<file path="config.mk">
export PLATFORM = sky130hd
export DESIGN_NAME = rrc_ctrl
export DESIGN_NICKNAME = d
export VERILOG_FILES = /design/src/rrc_pkg.sv /design/src/rrc_ctrl.sv
export SDC_FILE = /design/constraint.sdc
export NUM_CORES = 1
export LEC_CHECK = 0
export BUFFER_PORTS_ARGS = -buffer_cell sky130_fd_sc_hd__buf_2
export CORE_AREA = 4 4 41 43
export DETAILED_ROUTE_END_ITERATION = 12
export DIE_AREA = 0 0 45 47
export HOLD_SLACK_MARGIN = 0.06
export PLACE_DENSITY = 0.45
export SYNTH_ARGS = -nofsm -noshare
export SYNTH_HDL_FRONTEND = slang
export SYNTH_SLANG_ARGS = --single-unit
export TNS_END_PERCENT = 1
</file>
<file path="constraint.sdc">
create_clock -name clk -period 2.1 [get_ports clk]
set_input_delay 0.42 -clock clk [delete_from_list [all_inputs] [get_ports clk]]
set_output_delay 0.42 -clock clk [all_outputs]
set_load 0.005 [all_outputs]
</file>
<file path="src/rrc_pkg.sv">
// shared types, codes and defaults for the request replay cache
package rrc_pkg;

  localparam int DEF_ENTRY_DEPTH = 16;
  localparam int DEF_PEER_DEPTH  = 8;
  localparam logic [63:0] AGE_MAX = 64'hFFFF_FFFF_FFFF_FFFF;

  typedef enum logic [2:0] {
    CMD_LOOKUP  = 3'd0,
    CMD_BEGIN   = 3'd1,
    CMD_PREPARE = 3'd2,
    CMD_MARK    = 3'd3,
    CMD_REMOVE  = 3'd4
  } cmd_e_t;

  typedef enum logic [1:0] {
    ST_EMPTY     = 2'd0,
    ST_PENDING   = 2'd1,
    ST_PREPARED  = 2'd2,
    ST_RESPONDED = 2'd3
  } ent_st_t;

  typedef enum logic [2:0] {
    LS_MISS      = 3'd0,
    LS_COLLISION = 3'd1,
    LS_PENDING   = 3'd2,
    LS_PREPARED  = 3'd3,
    LS_RESPONDED = 3'd4,
    LS_STALE     = 3'd5
  } lk_st_t;

  typedef enum logic [1:0] {
    FSM_IDLE,
    FSM_PSCAN,
    FSM_ESCAN,
    FSM_COMMIT
  } fsm_t;

  typedef struct packed {
    logic load;
    logic pscan;
    logic escan;
    logic commit;
  } ctl_t;

  typedef struct packed {
    logic scan_end;
  } sts_t;

  typedef struct packed {
    logic [31:0] addr;
    logic [15:0] port;
    logic [63:0] id;
    logic [63:0] digest;
    logic [63:0] age;
  } ent_t;

  typedef struct packed {
    logic [31:0] addr;
    logic [15:0] port;
    logic [63:0] hid;
    logic [63:0] age;
  } peer_t;

endpackage

</file>
<file path="src/rrc_ctrl.sv">
// command sequencer: peer scan, entry scan, commit
module rrc_ctrl (
  input  logic          clk,
  input  logic          rst_n,
  input  logic          start,
  input  logic [2:0]    in_command,
  input  rrc_pkg::sts_t sts,
  output rrc_pkg::ctl_t ctl,
  output logic          busy
);

  rrc_pkg::fsm_t state_r, state_nxt;

  always_ff @(posedge clk) begin
    if (!rst_n) begin
      state_r <= rrc_pkg::FSM_IDLE;
    end else begin
      state_r <= state_nxt;
    end
  end

  always_comb begin
    state_nxt = state_r;
    unique case (state_r)
      rrc_pkg::FSM_IDLE: begin
        if (start) begin
          if (in_command == rrc_pkg::CMD_LOOKUP || in_command == rrc_pkg::CMD_BEGIN) begin
            state_nxt = rrc_pkg::FSM_PSCAN;
          end else begin
            state_nxt = rrc_pkg::FSM_COMMIT;
          end
        end
      end
      rrc_pkg::FSM_PSCAN: begin
        if (sts.scan_end) state_nxt = rrc_pkg::FSM_ESCAN;
      end
      rrc_pkg::FSM_ESCAN: begin
        if (sts.scan_end) state_nxt = rrc_pkg::FSM_COMMIT;
      end
      rrc_pkg::FSM_COMMIT: begin
        state_nxt = rrc_pkg::FSM_IDLE;
      end
      default: state_nxt = rrc_pkg::FSM_IDLE;
    endcase
  end

  always_comb begin
    ctl = '0;
    busy = 1'b1;
    unique case (state_r)
      rrc_pkg::FSM_IDLE: begin
        busy = 1'b0;
        ctl.load = start;
      end
      rrc_pkg::FSM_PSCAN:  ctl.pscan = 1'b1;
      rrc_pkg::FSM_ESCAN:  ctl.escan = 1'b1;
      rrc_pkg::FSM_COMMIT: ctl.commit = 1'b1;
      default: busy = 1'b1;
    endcase
  end

endmodule

</file>
Word level (Yosys, flattened, before mapping)
Cells that the tools add are included.
- equal/unequal tests: 7
- multiplexer cells: 10
- reduce and logical (&&, ||, !) cells: 4
- operators with widths (cell ; count):
    $mux 2 ; 4
    $pmux 2 s4 ; 1
    $ne 2x2->1 const B ; 3
    $mux 1 ; 5
    $eq 2x2->1 const B ; 2
    $eq 3x1->1 const B ; 1
    $logic_not 3->1 ; 1
    $reduce_and 3->1 ; 1
    $eq 2x1->1 const B ; 1
    $logic_not 2->1 ; 1
    $logic_or 1x1->1 ; 1
- flip-flop bits (word level): 2
- input bits: 7
- output and inout bits: 5
- logic and storage cells: 22

Depth between registers and ports, before layout
Gate-level depths: netlist of run 1.
- depth after elaboration: 5
- gate-level depth with buffers: 5
- gate-level depth less buffers: 5

Least setup slack after synthesis of run 1
No wires, ideal clock.
- kind: register -> output
- start: register state_r[0]
- end: output ctl[3] (netlist name)
- data arrival time: 0.776 ns
- required time: 1.680 ns
- slack: 0.904 ns
- cell stages (with the launch flop): 4
- path buffers: 0
- cell sequence: dfxtp_1 > inv_1 > ha_1 > and2_1
- RTL lines (element ; line ; source):
    start: declaration ; rrc_ctrl.sv:12 ; rrc_pkg::fsm_t state_r, state_nxt;
    start signal: assignment ; rrc_ctrl.sv:16 ; state_r <= rrc_pkg::FSM_IDLE;
    start signal: assignment ; rrc_ctrl.sv:18 ; state_r <= state_nxt;
    end: declaration ; rrc_ctrl.sv:8 ; output rrc_pkg::ctl_t ctl,

==> results of run 1 <==
[logic make-up after synthesis]
| family | count (synthesis) | share of synthesized area (%) |
|---|---|---|
| simple gates | 5 | 12.9 |
| fa+ha+maj | 5 | 34.0 |
| buf+inv | 3 | 6.12 |
| mux | 2 | 10.9 |
| compound gates | 3 | 14.3 |
| flops | 2 | 21.8 |
[critical path, cell delays in order (launching register included)]
cell,delay [ns]
dfxtp_1,0.38
inv_1,0.10
ha_1,0.23
and2_1,0.13
buf_2,0.12
[cells in the mapped netlist]
cell / n
and2_1: 1
dfxtp_1: 2
ha_1: 5
inv_1: 2
inv_2: 1
mux2i_1: 2
nand2_1: 2
nand2b_1: 1
nor2_1: 1
o21ai_0: 1
o221ai_1: 1
o22ai_2: 1
[routing by layer]
layer / GRT usage [%] / wire length, um / up-vias
met3: 4.98 / 80 / 0
met2: 5.08 / 110 / 13
li1: - / - / 95
met4: 1.75 / 0 / 0
met5: 0 / 0 / -
met1: 5.87 / 242 / 64
[power breakdown]
group	switching [mW]	leakage, nW	total (mW)	internal [mW]
clock network	0.0217	0.0138	0.0848	0.0630
logic	0.118	0.117	0.230	0.112
registers	0.0203	0.0167	0.0786	0.0583
[placed cells by master, fill, tap and decap left out]
master / count
and2_1: 1
buf_2: 10
clkbuf_4: 3
dfxtp_1: 2
ha_1: 5
inv_1: 2
inv_2: 1
mux2i_1: 2
nand2_1: 2
nand2b_1: 1
nor2_1: 1
o21ai_0: 1
o221ai_1: 1
o22ai_2: 1
[worst min path at each step]
stage                              endpoint                     from  slack (ns)
finish              state_r[1]$_SDFFE_PN0P_                    rst_n        0.49
global route        state_r[0]$_SDFFE_PN0P_                    rst_n        0.48
CTS                 state_r[0]$_SDFFE_PN0P_                    rst_n        0.48
detailed placement  state_r[1]$_SDFFE_PN0P_  state_r[1]$_SDFFE_PN0P_        0.50
global placement    state_r[0]$_SDFFE_PN0P_  state_r[0]$_SDFFE_PN0P_        0.51
floorplan           state_r[1]$_SDFFE_PN0P_  state_r[1]$_SDFFE_PN0P_        0.47
[area by class of cell]
class                           instances  area [sq um]
Timing Repair Buffer                   10          50.0
Inverter                                3          11.3
Sequential cell                         2          40.0
Fill cell                             151          1030
Multi-Input combinational cell         15           133
Tap cell                               15          18.8
Clock buffer                            3          22.5
[through the flow]
stage	instances	util, %
after floorplan	20	-
after global placement	45	19.4
after detailed placement	45	19.4
after CTS	48	21.2
after global routing	48	21.2
final	48	21.2
==> flow_summary.toml, run 1 <==
[logic_synthesis]
yosysSeqAreaShare_pct = 21.8
synth.largest_area_cell = "ha_1"
synth-seq-cells = 2
synth_cells = 20
avgSynthCellArea_sq_um = 9.20
yosys.area.top_type_share_pct = 34.0
synth_cell_types = 12
synth_area_leaders = "ha_1, dfxtp_1, mux2i_1"
yosysWarnings = 0
syn_nets = 32
synth.cell_area_sq_um = 184

[cts]
clk_pin_slew_ns = 0.03
numCtsBuffers = 3
clockBufferDepth = 2
cts_tree = "built"
postCtsSetupBuffers = 0
cts.sinks = 2
clk_latency_ns = 0.22
ctsHtreeMaxLevel = 1
cts-root-buf = "clkbuf_4"
hold_buffers = 0
ctsResizeCount = 0

[die]
die_y_um = 47
chipWidth_um = 45
die_area_sq_um = 2120
core_sq_um = 1300
row_count = 13
num_io_pins = 12
initial_core_util_pct = 14.1

[power]
ir_drop_v = 0.000429
leakagePower_nw = 0.148
p_per_area_nw_per_um2 = 1430
power_mw = 0.393

[min_path]
hold_class = "in2reg"
holdPathStages = 3

[place]
dp_slack_ns = 0.730
dpl_cell_area_sq_um = 253
numPortBuffers = 10
globalplace.congestion = 0.641

[timing]
max_freq_mhz = 625
hold_violations = 0
tightest_slew_ns = 0.222
finalSetupTns_ns = 0
timing.final.ws_setup_ns = 0.499
rsz0062_at_grt = "false"
slew_violations = 0
max-slew-margin-rel_pct = 85.2
post-route-min-period_ns = 1.60
period_share_pct = 76.2
skew_ns = 0.00317
setup_viol = 0
hold_ws_ns = 0.488

[run]
cap_violations = 0

[finish]
diodes = 0
largest_reg_flops = 2
design_area_sq_um = 275
regMostFlops = "state_r"
reg_top3 = "state_r x2"
drive_above_1_share_pct = 45.5
fin_nets = 47
syn_to_final_growth_pct = 49.7

[critical_path]
reg2regPathDepth = 5
start_kind = "flop"
worstPathArrival_ns = 1.18
r2r-end = "state_r[0]$_SDFFE_PN0P_"
reg2reg_slack_ns = 0.89
crit_fanout = 4
end_kind = "primary output"
crit_end = "ctl[3]"
crit_path_start = "state_r[0]$_SDFFE_PN0P_"
worst-setup-path-type = "reg2out"
cp.required_ns = 1.68
r2r-start = "state_r[0]$_SDFFE_PN0P_"

[global_route]
grt_pass1_wl_um = 669
grt_pass1_vias = 168
track_usage_pct = 4.73
overflow = 0
grt_max_degree = 5
antenna_found_initial = 0

[detailed_routing]
drc = 0
vias = 172
first_iter_violations = 2
wirelength_um = 433
post_drt_wl_per_cell_um = 9.02
drt_first_pass_iters = 2
vias_per_cell = 3.58
ant_nets = 0

[status]
status = "completed"
Note: power is estimated with default switching activity, not from simulation.
==> inputs of run 2 (changes only) <==
==> constraint.sdc (replaced) <==
create_clock -name clk -period 1.57 [get_ports clk]
set_input_delay 0.314 -clock clk [delete_from_list [all_inputs] [get_ports clk]]
set_output_delay 0.314 -clock clk [all_outputs]
set_load 0.005 [all_outputs]
==> run 2 against run 1 <==
Utilization is 0.096 points higher. Non-clock buffer count unchanged. Worst hold slack lost 0.11 ns. Die area stayed put. Routed wire length unchanged.
==> flow_summary.toml, run 2 (synthesis gave the netlist of run 1 again) <==
[die]
row_count = 13
num_io_pins = 12
die_area_sq_um = 2120
core_sq_um = 1300
chipWidth_um = 45
initial_core_util_pct = 14.1
die_y_um = 47

[timing]
tightest_slew_ns = 0.222
setup_viol = 0
max-slew-margin-rel_pct = 85.2
period_share_pct = 92.7
max_freq_mhz = 687
post-route-min-period_ns = 1.45
finalSetupTns_ns = 0
hold_violations = 0
rsz0062_at_grt = "false"
skew_ns = 0.00317
slew_violations = 0

[global_route]
grt_max_degree = 5
track_usage_pct = 4.65
grt_pass1_wl_um = 655
antenna_found_initial = 0
grt_pass1_vias = 166
overflow = 0

[finish]
seqCellArea_sq_um = 41.3
regMostFlops = "state_r"
reg_top3 = "state_r x2"
fin_nets = 47
final_cell_mix = "buf_2, ha_1, clkbuf_4"
largest_reg_flops = 2
diodes = 0
drive_above_1_share_pct = 48.5
layout_commonest_cell = "buf_2"
design_area_sq_um = 277
fill_cells = 151
syn_to_final_growth_pct = 50.3
multi_input_area_sq_um = 133

[detailed_routing]
ant_nets = 0
vias = 172
drc = 0
vias_per_cell = 3.58
first_iter_violations = 2
drt_first_pass_iters = 2
wirelength_um = 433
post_drt_wl_per_cell_um = 9.02

[critical_path]
cp.required_ns = 1.26
crit_fanout = 4
end_kind = "primary output"
worstPathArrival_ns = 1.14
worst-setup-path-type = "reg2out"
start_kind = "flop"

[cts]
hold_buffers = 0
cts.sinks = 2
numCtsBuffers = 3
clockBufferDepth = 2
clk_pin_slew_ns = 0.03
clk_latency_ns = 0.22
cts-root-buf = "clkbuf_4"
ctsHtreeMaxLevel = 1
cts_tree = "built"
postCtsSetupBuffers = 0

[run]
cap_violations = 0

[power]
leakagePower_nw = 0.148
ir_drop_v = 0.000578
p_per_area_nw_per_um2 = 1910

[status]
status = "completed"

[place]
dpl_cell_area_sq_um = 253
numPortBuffers = 10
globalplace.congestion = 0.641

[min_path]
hold_class = "in2reg"
-- run 2: worst paths after layout --
kind	startpoint	endpoint	slack, ns	cells after the start
setup reg to reg	state_r[1]$_SDFFE_PN0P_	state_r[0]$_SDFFE_PN0P_	0.39	5
hold / removal	rst_n	state_r[0]$_SDFFE_PN0P_	0.38	3
hold reg to reg	state_r[0]$_SDFFE_PN0P_	state_r[0]$_SDFFE_PN0P_	0.49	2
setup / recovery	state_r[1]$_SDFFE_PN0P_	ctl[3]	0.12	4
-- run 2: layout make-up --
cell class,count,share of cell area (%)
Tap cell,15,6.79
Timing Repair Buffer,10,18.1
Inverter,3,4.07
Clock buffer,3,8.14
Sequential cell,2,14.9
Multi-Input combinational cell,15,48.0
-- run 2: per-layer routing --
metal	wire [um]	global-route usage (%)	up-vias
met3	80	4.98	0
met2	110	5.08	13
li1	-	-	95
met4	0	1.75	0
met5	0	0	-
met1	242	5.64	64
-- run 2: metrics by stage --
stage               setup slack (ns)  util, %  power (mW)  hold slack (ns)  cells
floorplan                      0.454        -       0.310            0.464     20
global placement               0.326     19.4       0.415            0.508     45
detailed placement             0.306     19.4       0.414            0.496     45
CTS                           0.0618     21.2       0.536            0.375     48
global route                  0.0319     21.3       0.583            0.369     48
finish                         0.115     21.3       0.529            0.376     48
-- run 2: what timing repair did --
item | 4_1_cts | 5_1_grt
hold endpoints to repair | 0 | 0
setup endpoints to repair | 0 | 1
resized for setup | 0 | 1
-- run 2: worst max-delay path, cell delays in order, from the launching register on --
cell     delay (ns)
dfxtp_1        0.36
inv_1          0.10
ha_1           0.21
and2_1         0.13
buf_2          0.12
-- run 2: report_power, final --
part	leakage (nW)	internal (mW)	total [mW]	switching, mW
sequential	0.0169	0.0808	0.108	0.0270
combinational	0.117	0.149	0.308	0.158
clock	0.0138	0.0843	0.113	0.0291
==> inputs of run 3 (changes only) <==
==> constraint.sdc (replaced) <==
create_clock -name clk -period 1.8 [get_ports clk]
set_input_delay 0.36 -clock clk [delete_from_list [all_inputs] [get_ports clk]]
set_output_delay 0.36 -clock clk [all_outputs]
set_load 0.005 [all_outputs]
==> run 3 against run 2 <==
Register-to-register slack improved by 0.20 ns. Sequential share of layout area decreased by 0.39 points. Utilization decreased by 0.096 points. Worst hold slack improved by 0.054 ns. Clock power decreased by 13%. Total power decreased by 12%. Clock skew increased by 0.00075 ns. Non-clock buffer count unchanged. Sequential cell count unchanged. Cell count unchanged. Combinational power decreased by 12%. Final area decreased by 0.45%.
==> flow_summary.toml, run 3 (synthesis gave the netlist of run 1 again) <==
[min_path]
hold_class = "in2reg"

[finish]
syn_to_final_growth_pct = 49.7
regMostFlops = "state_r"
largest_reg_flops = 2
fin_nets = 47
diodes = 0
layout_commonest_cell = "buf_2"
reg_top3 = "state_r x2"
drive_above_1_share_pct = 45.5
final_cell_mix = "buf_2, ha_1, clkbuf_4"

[timing]
setup_viol = 0
hold_violations = 0
max_freq_mhz = 653
slew_violations = 0
rsz0062_at_grt = "false"
finalSetupTns_ns = 0
period_share_pct = 85.1
max-slew-margin-rel_pct = 85.4
tightest_slew_ns = 0.219
post-route-min-period_ns = 1.53
skew_ns = 0.00392

[detailed_routing]
first_iter_violations = 1
drt_first_pass_iters = 2
drc = 0
vias_per_cell = 3.58
post_drt_wl_per_cell_um = 9.48
ant_nets = 0
vias = 172
wirelength_um = 455

[place]
hpwl_um = 348
globalplace.congestion = 0.641
numPortBuffers = 10

[die]
row_count = 13
die_area_sq_um = 2120
core_sq_um = 1300
initial_core_util_pct = 14.1
die_y_um = 47
num_io_pins = 12
chipWidth_um = 45

[global_route]
use_met1_pct = 6.55
overflow = 0
grt_pass1_vias = 167
track_usage_pct = 5.44
antenna_found_initial = 0
grt_max_degree = 5
use_met3_pct = 7.28
grt_util_met2_pct = 5.08
grt_pass1_wl_um = 717
grt-busiest-layer = "met3"

[cts]
clockBufferDepth = 2
cts-root-buf = "clkbuf_4"
postCtsSetupBuffers = 0
numCtsBuffers = 3
cts_tree = "built"
cts.sinks = 2
ctsResizeCount = 0
clk_pin_slew_ns = 0.03
ctsHtreeMaxLevel = 1
clk_latency_ns = 0.22
hold_buffers = 0

[power]
leakagePower_nw = 0.148
ir_drop_v = 0.000524
power_mw = 0.464
p_per_area_nw_per_um2 = 1690

[status]
status = "completed"

[run]
cap_violations = 0

[critical_path]
slowest_delay_ns = 0.38
worstPathArrival_ns = 1.17
crit_fanout = 4
cp_slowest_cell = "dfxtp_1"
end_kind = "primary output"
worst-setup-path-type = "reg2out"
crit_chain = "inv_1, ha_1, and2_1, buf_2"
cp.required_ns = 1.44
start_kind = "flop"
run 3: area by class of cell:
class                           count  area, sq um
Sequential cell                     2         40.0
Tap cell                           15         18.8
Timing Repair Buffer               10         50.0
Inverter                            3         11.3
Clock buffer                        3         22.5
Multi-Input combinational cell     15          133
Fill cell                         154         1030
run 3: final timing paths:
check / startpoint / end / slack (ns) / cells past startpoint
worst min register to register: state_r[1]$_SDFFE_PN0P_ / state_r[1]$_SDFFE_PN0P_ / 0.51 / 2
worst max register to register: state_r[0]$_SDFFE_PN0P_ / state_r[0]$_SDFFE_PN0P_ / 0.59 / 5
worst min-delay path: rst_n / state_r[1]$_SDFFE_PN0P_ / 0.43 / 3
worst max-delay path: state_r[0]$_SDFFE_PN0P_ / ctl[3] / 0.27 / 4
run 3: where the power goes:
group | internal, mW | switching (mW) | total, mW
sequential | 0.0680 | 0.0258 | 0.0937
clock | 0.0735 | 0.0251 | 0.0986
combinational | 0.131 | 0.141 | 0.272
total | 0.273 | 0.191 | 0.464
run 3: worst max-delay path, delay by kind of cell (launching register included):
family | cells | cell delay (ns)
adders and majority gates | 1 | 0.22
DFF | 1 | 0.38
and+or+nand+nor | 1 | 0.13
buffers and inverters | 2 | 0.22
run 3: metrics by stage:
stage | hold slack [ns] | instances | worst slack (ns) | util [%] | instance area [sq um]
after CTS | 0.423 | 48 | 0.250 | 21.2 | 275
after floorplan | 0.471 | 20 | 0.664 | - | 184
after detailed placement | 0.500 | 45 | 0.489 | 19.4 | 253
after global placement | 0.507 | 45 | 0.510 | 19.4 | 253
final | 0.430 | 48 | 0.269 | 21.2 | 275
after global routing | 0.425 | 48 | 0.182 | 21.2 | 275
run 3: routing by layer:
layer	wire length, um	up-vias
met5	0	-
met3	89	0
li1	-	93
met4	0	0
met2	116	14
met1	249	65
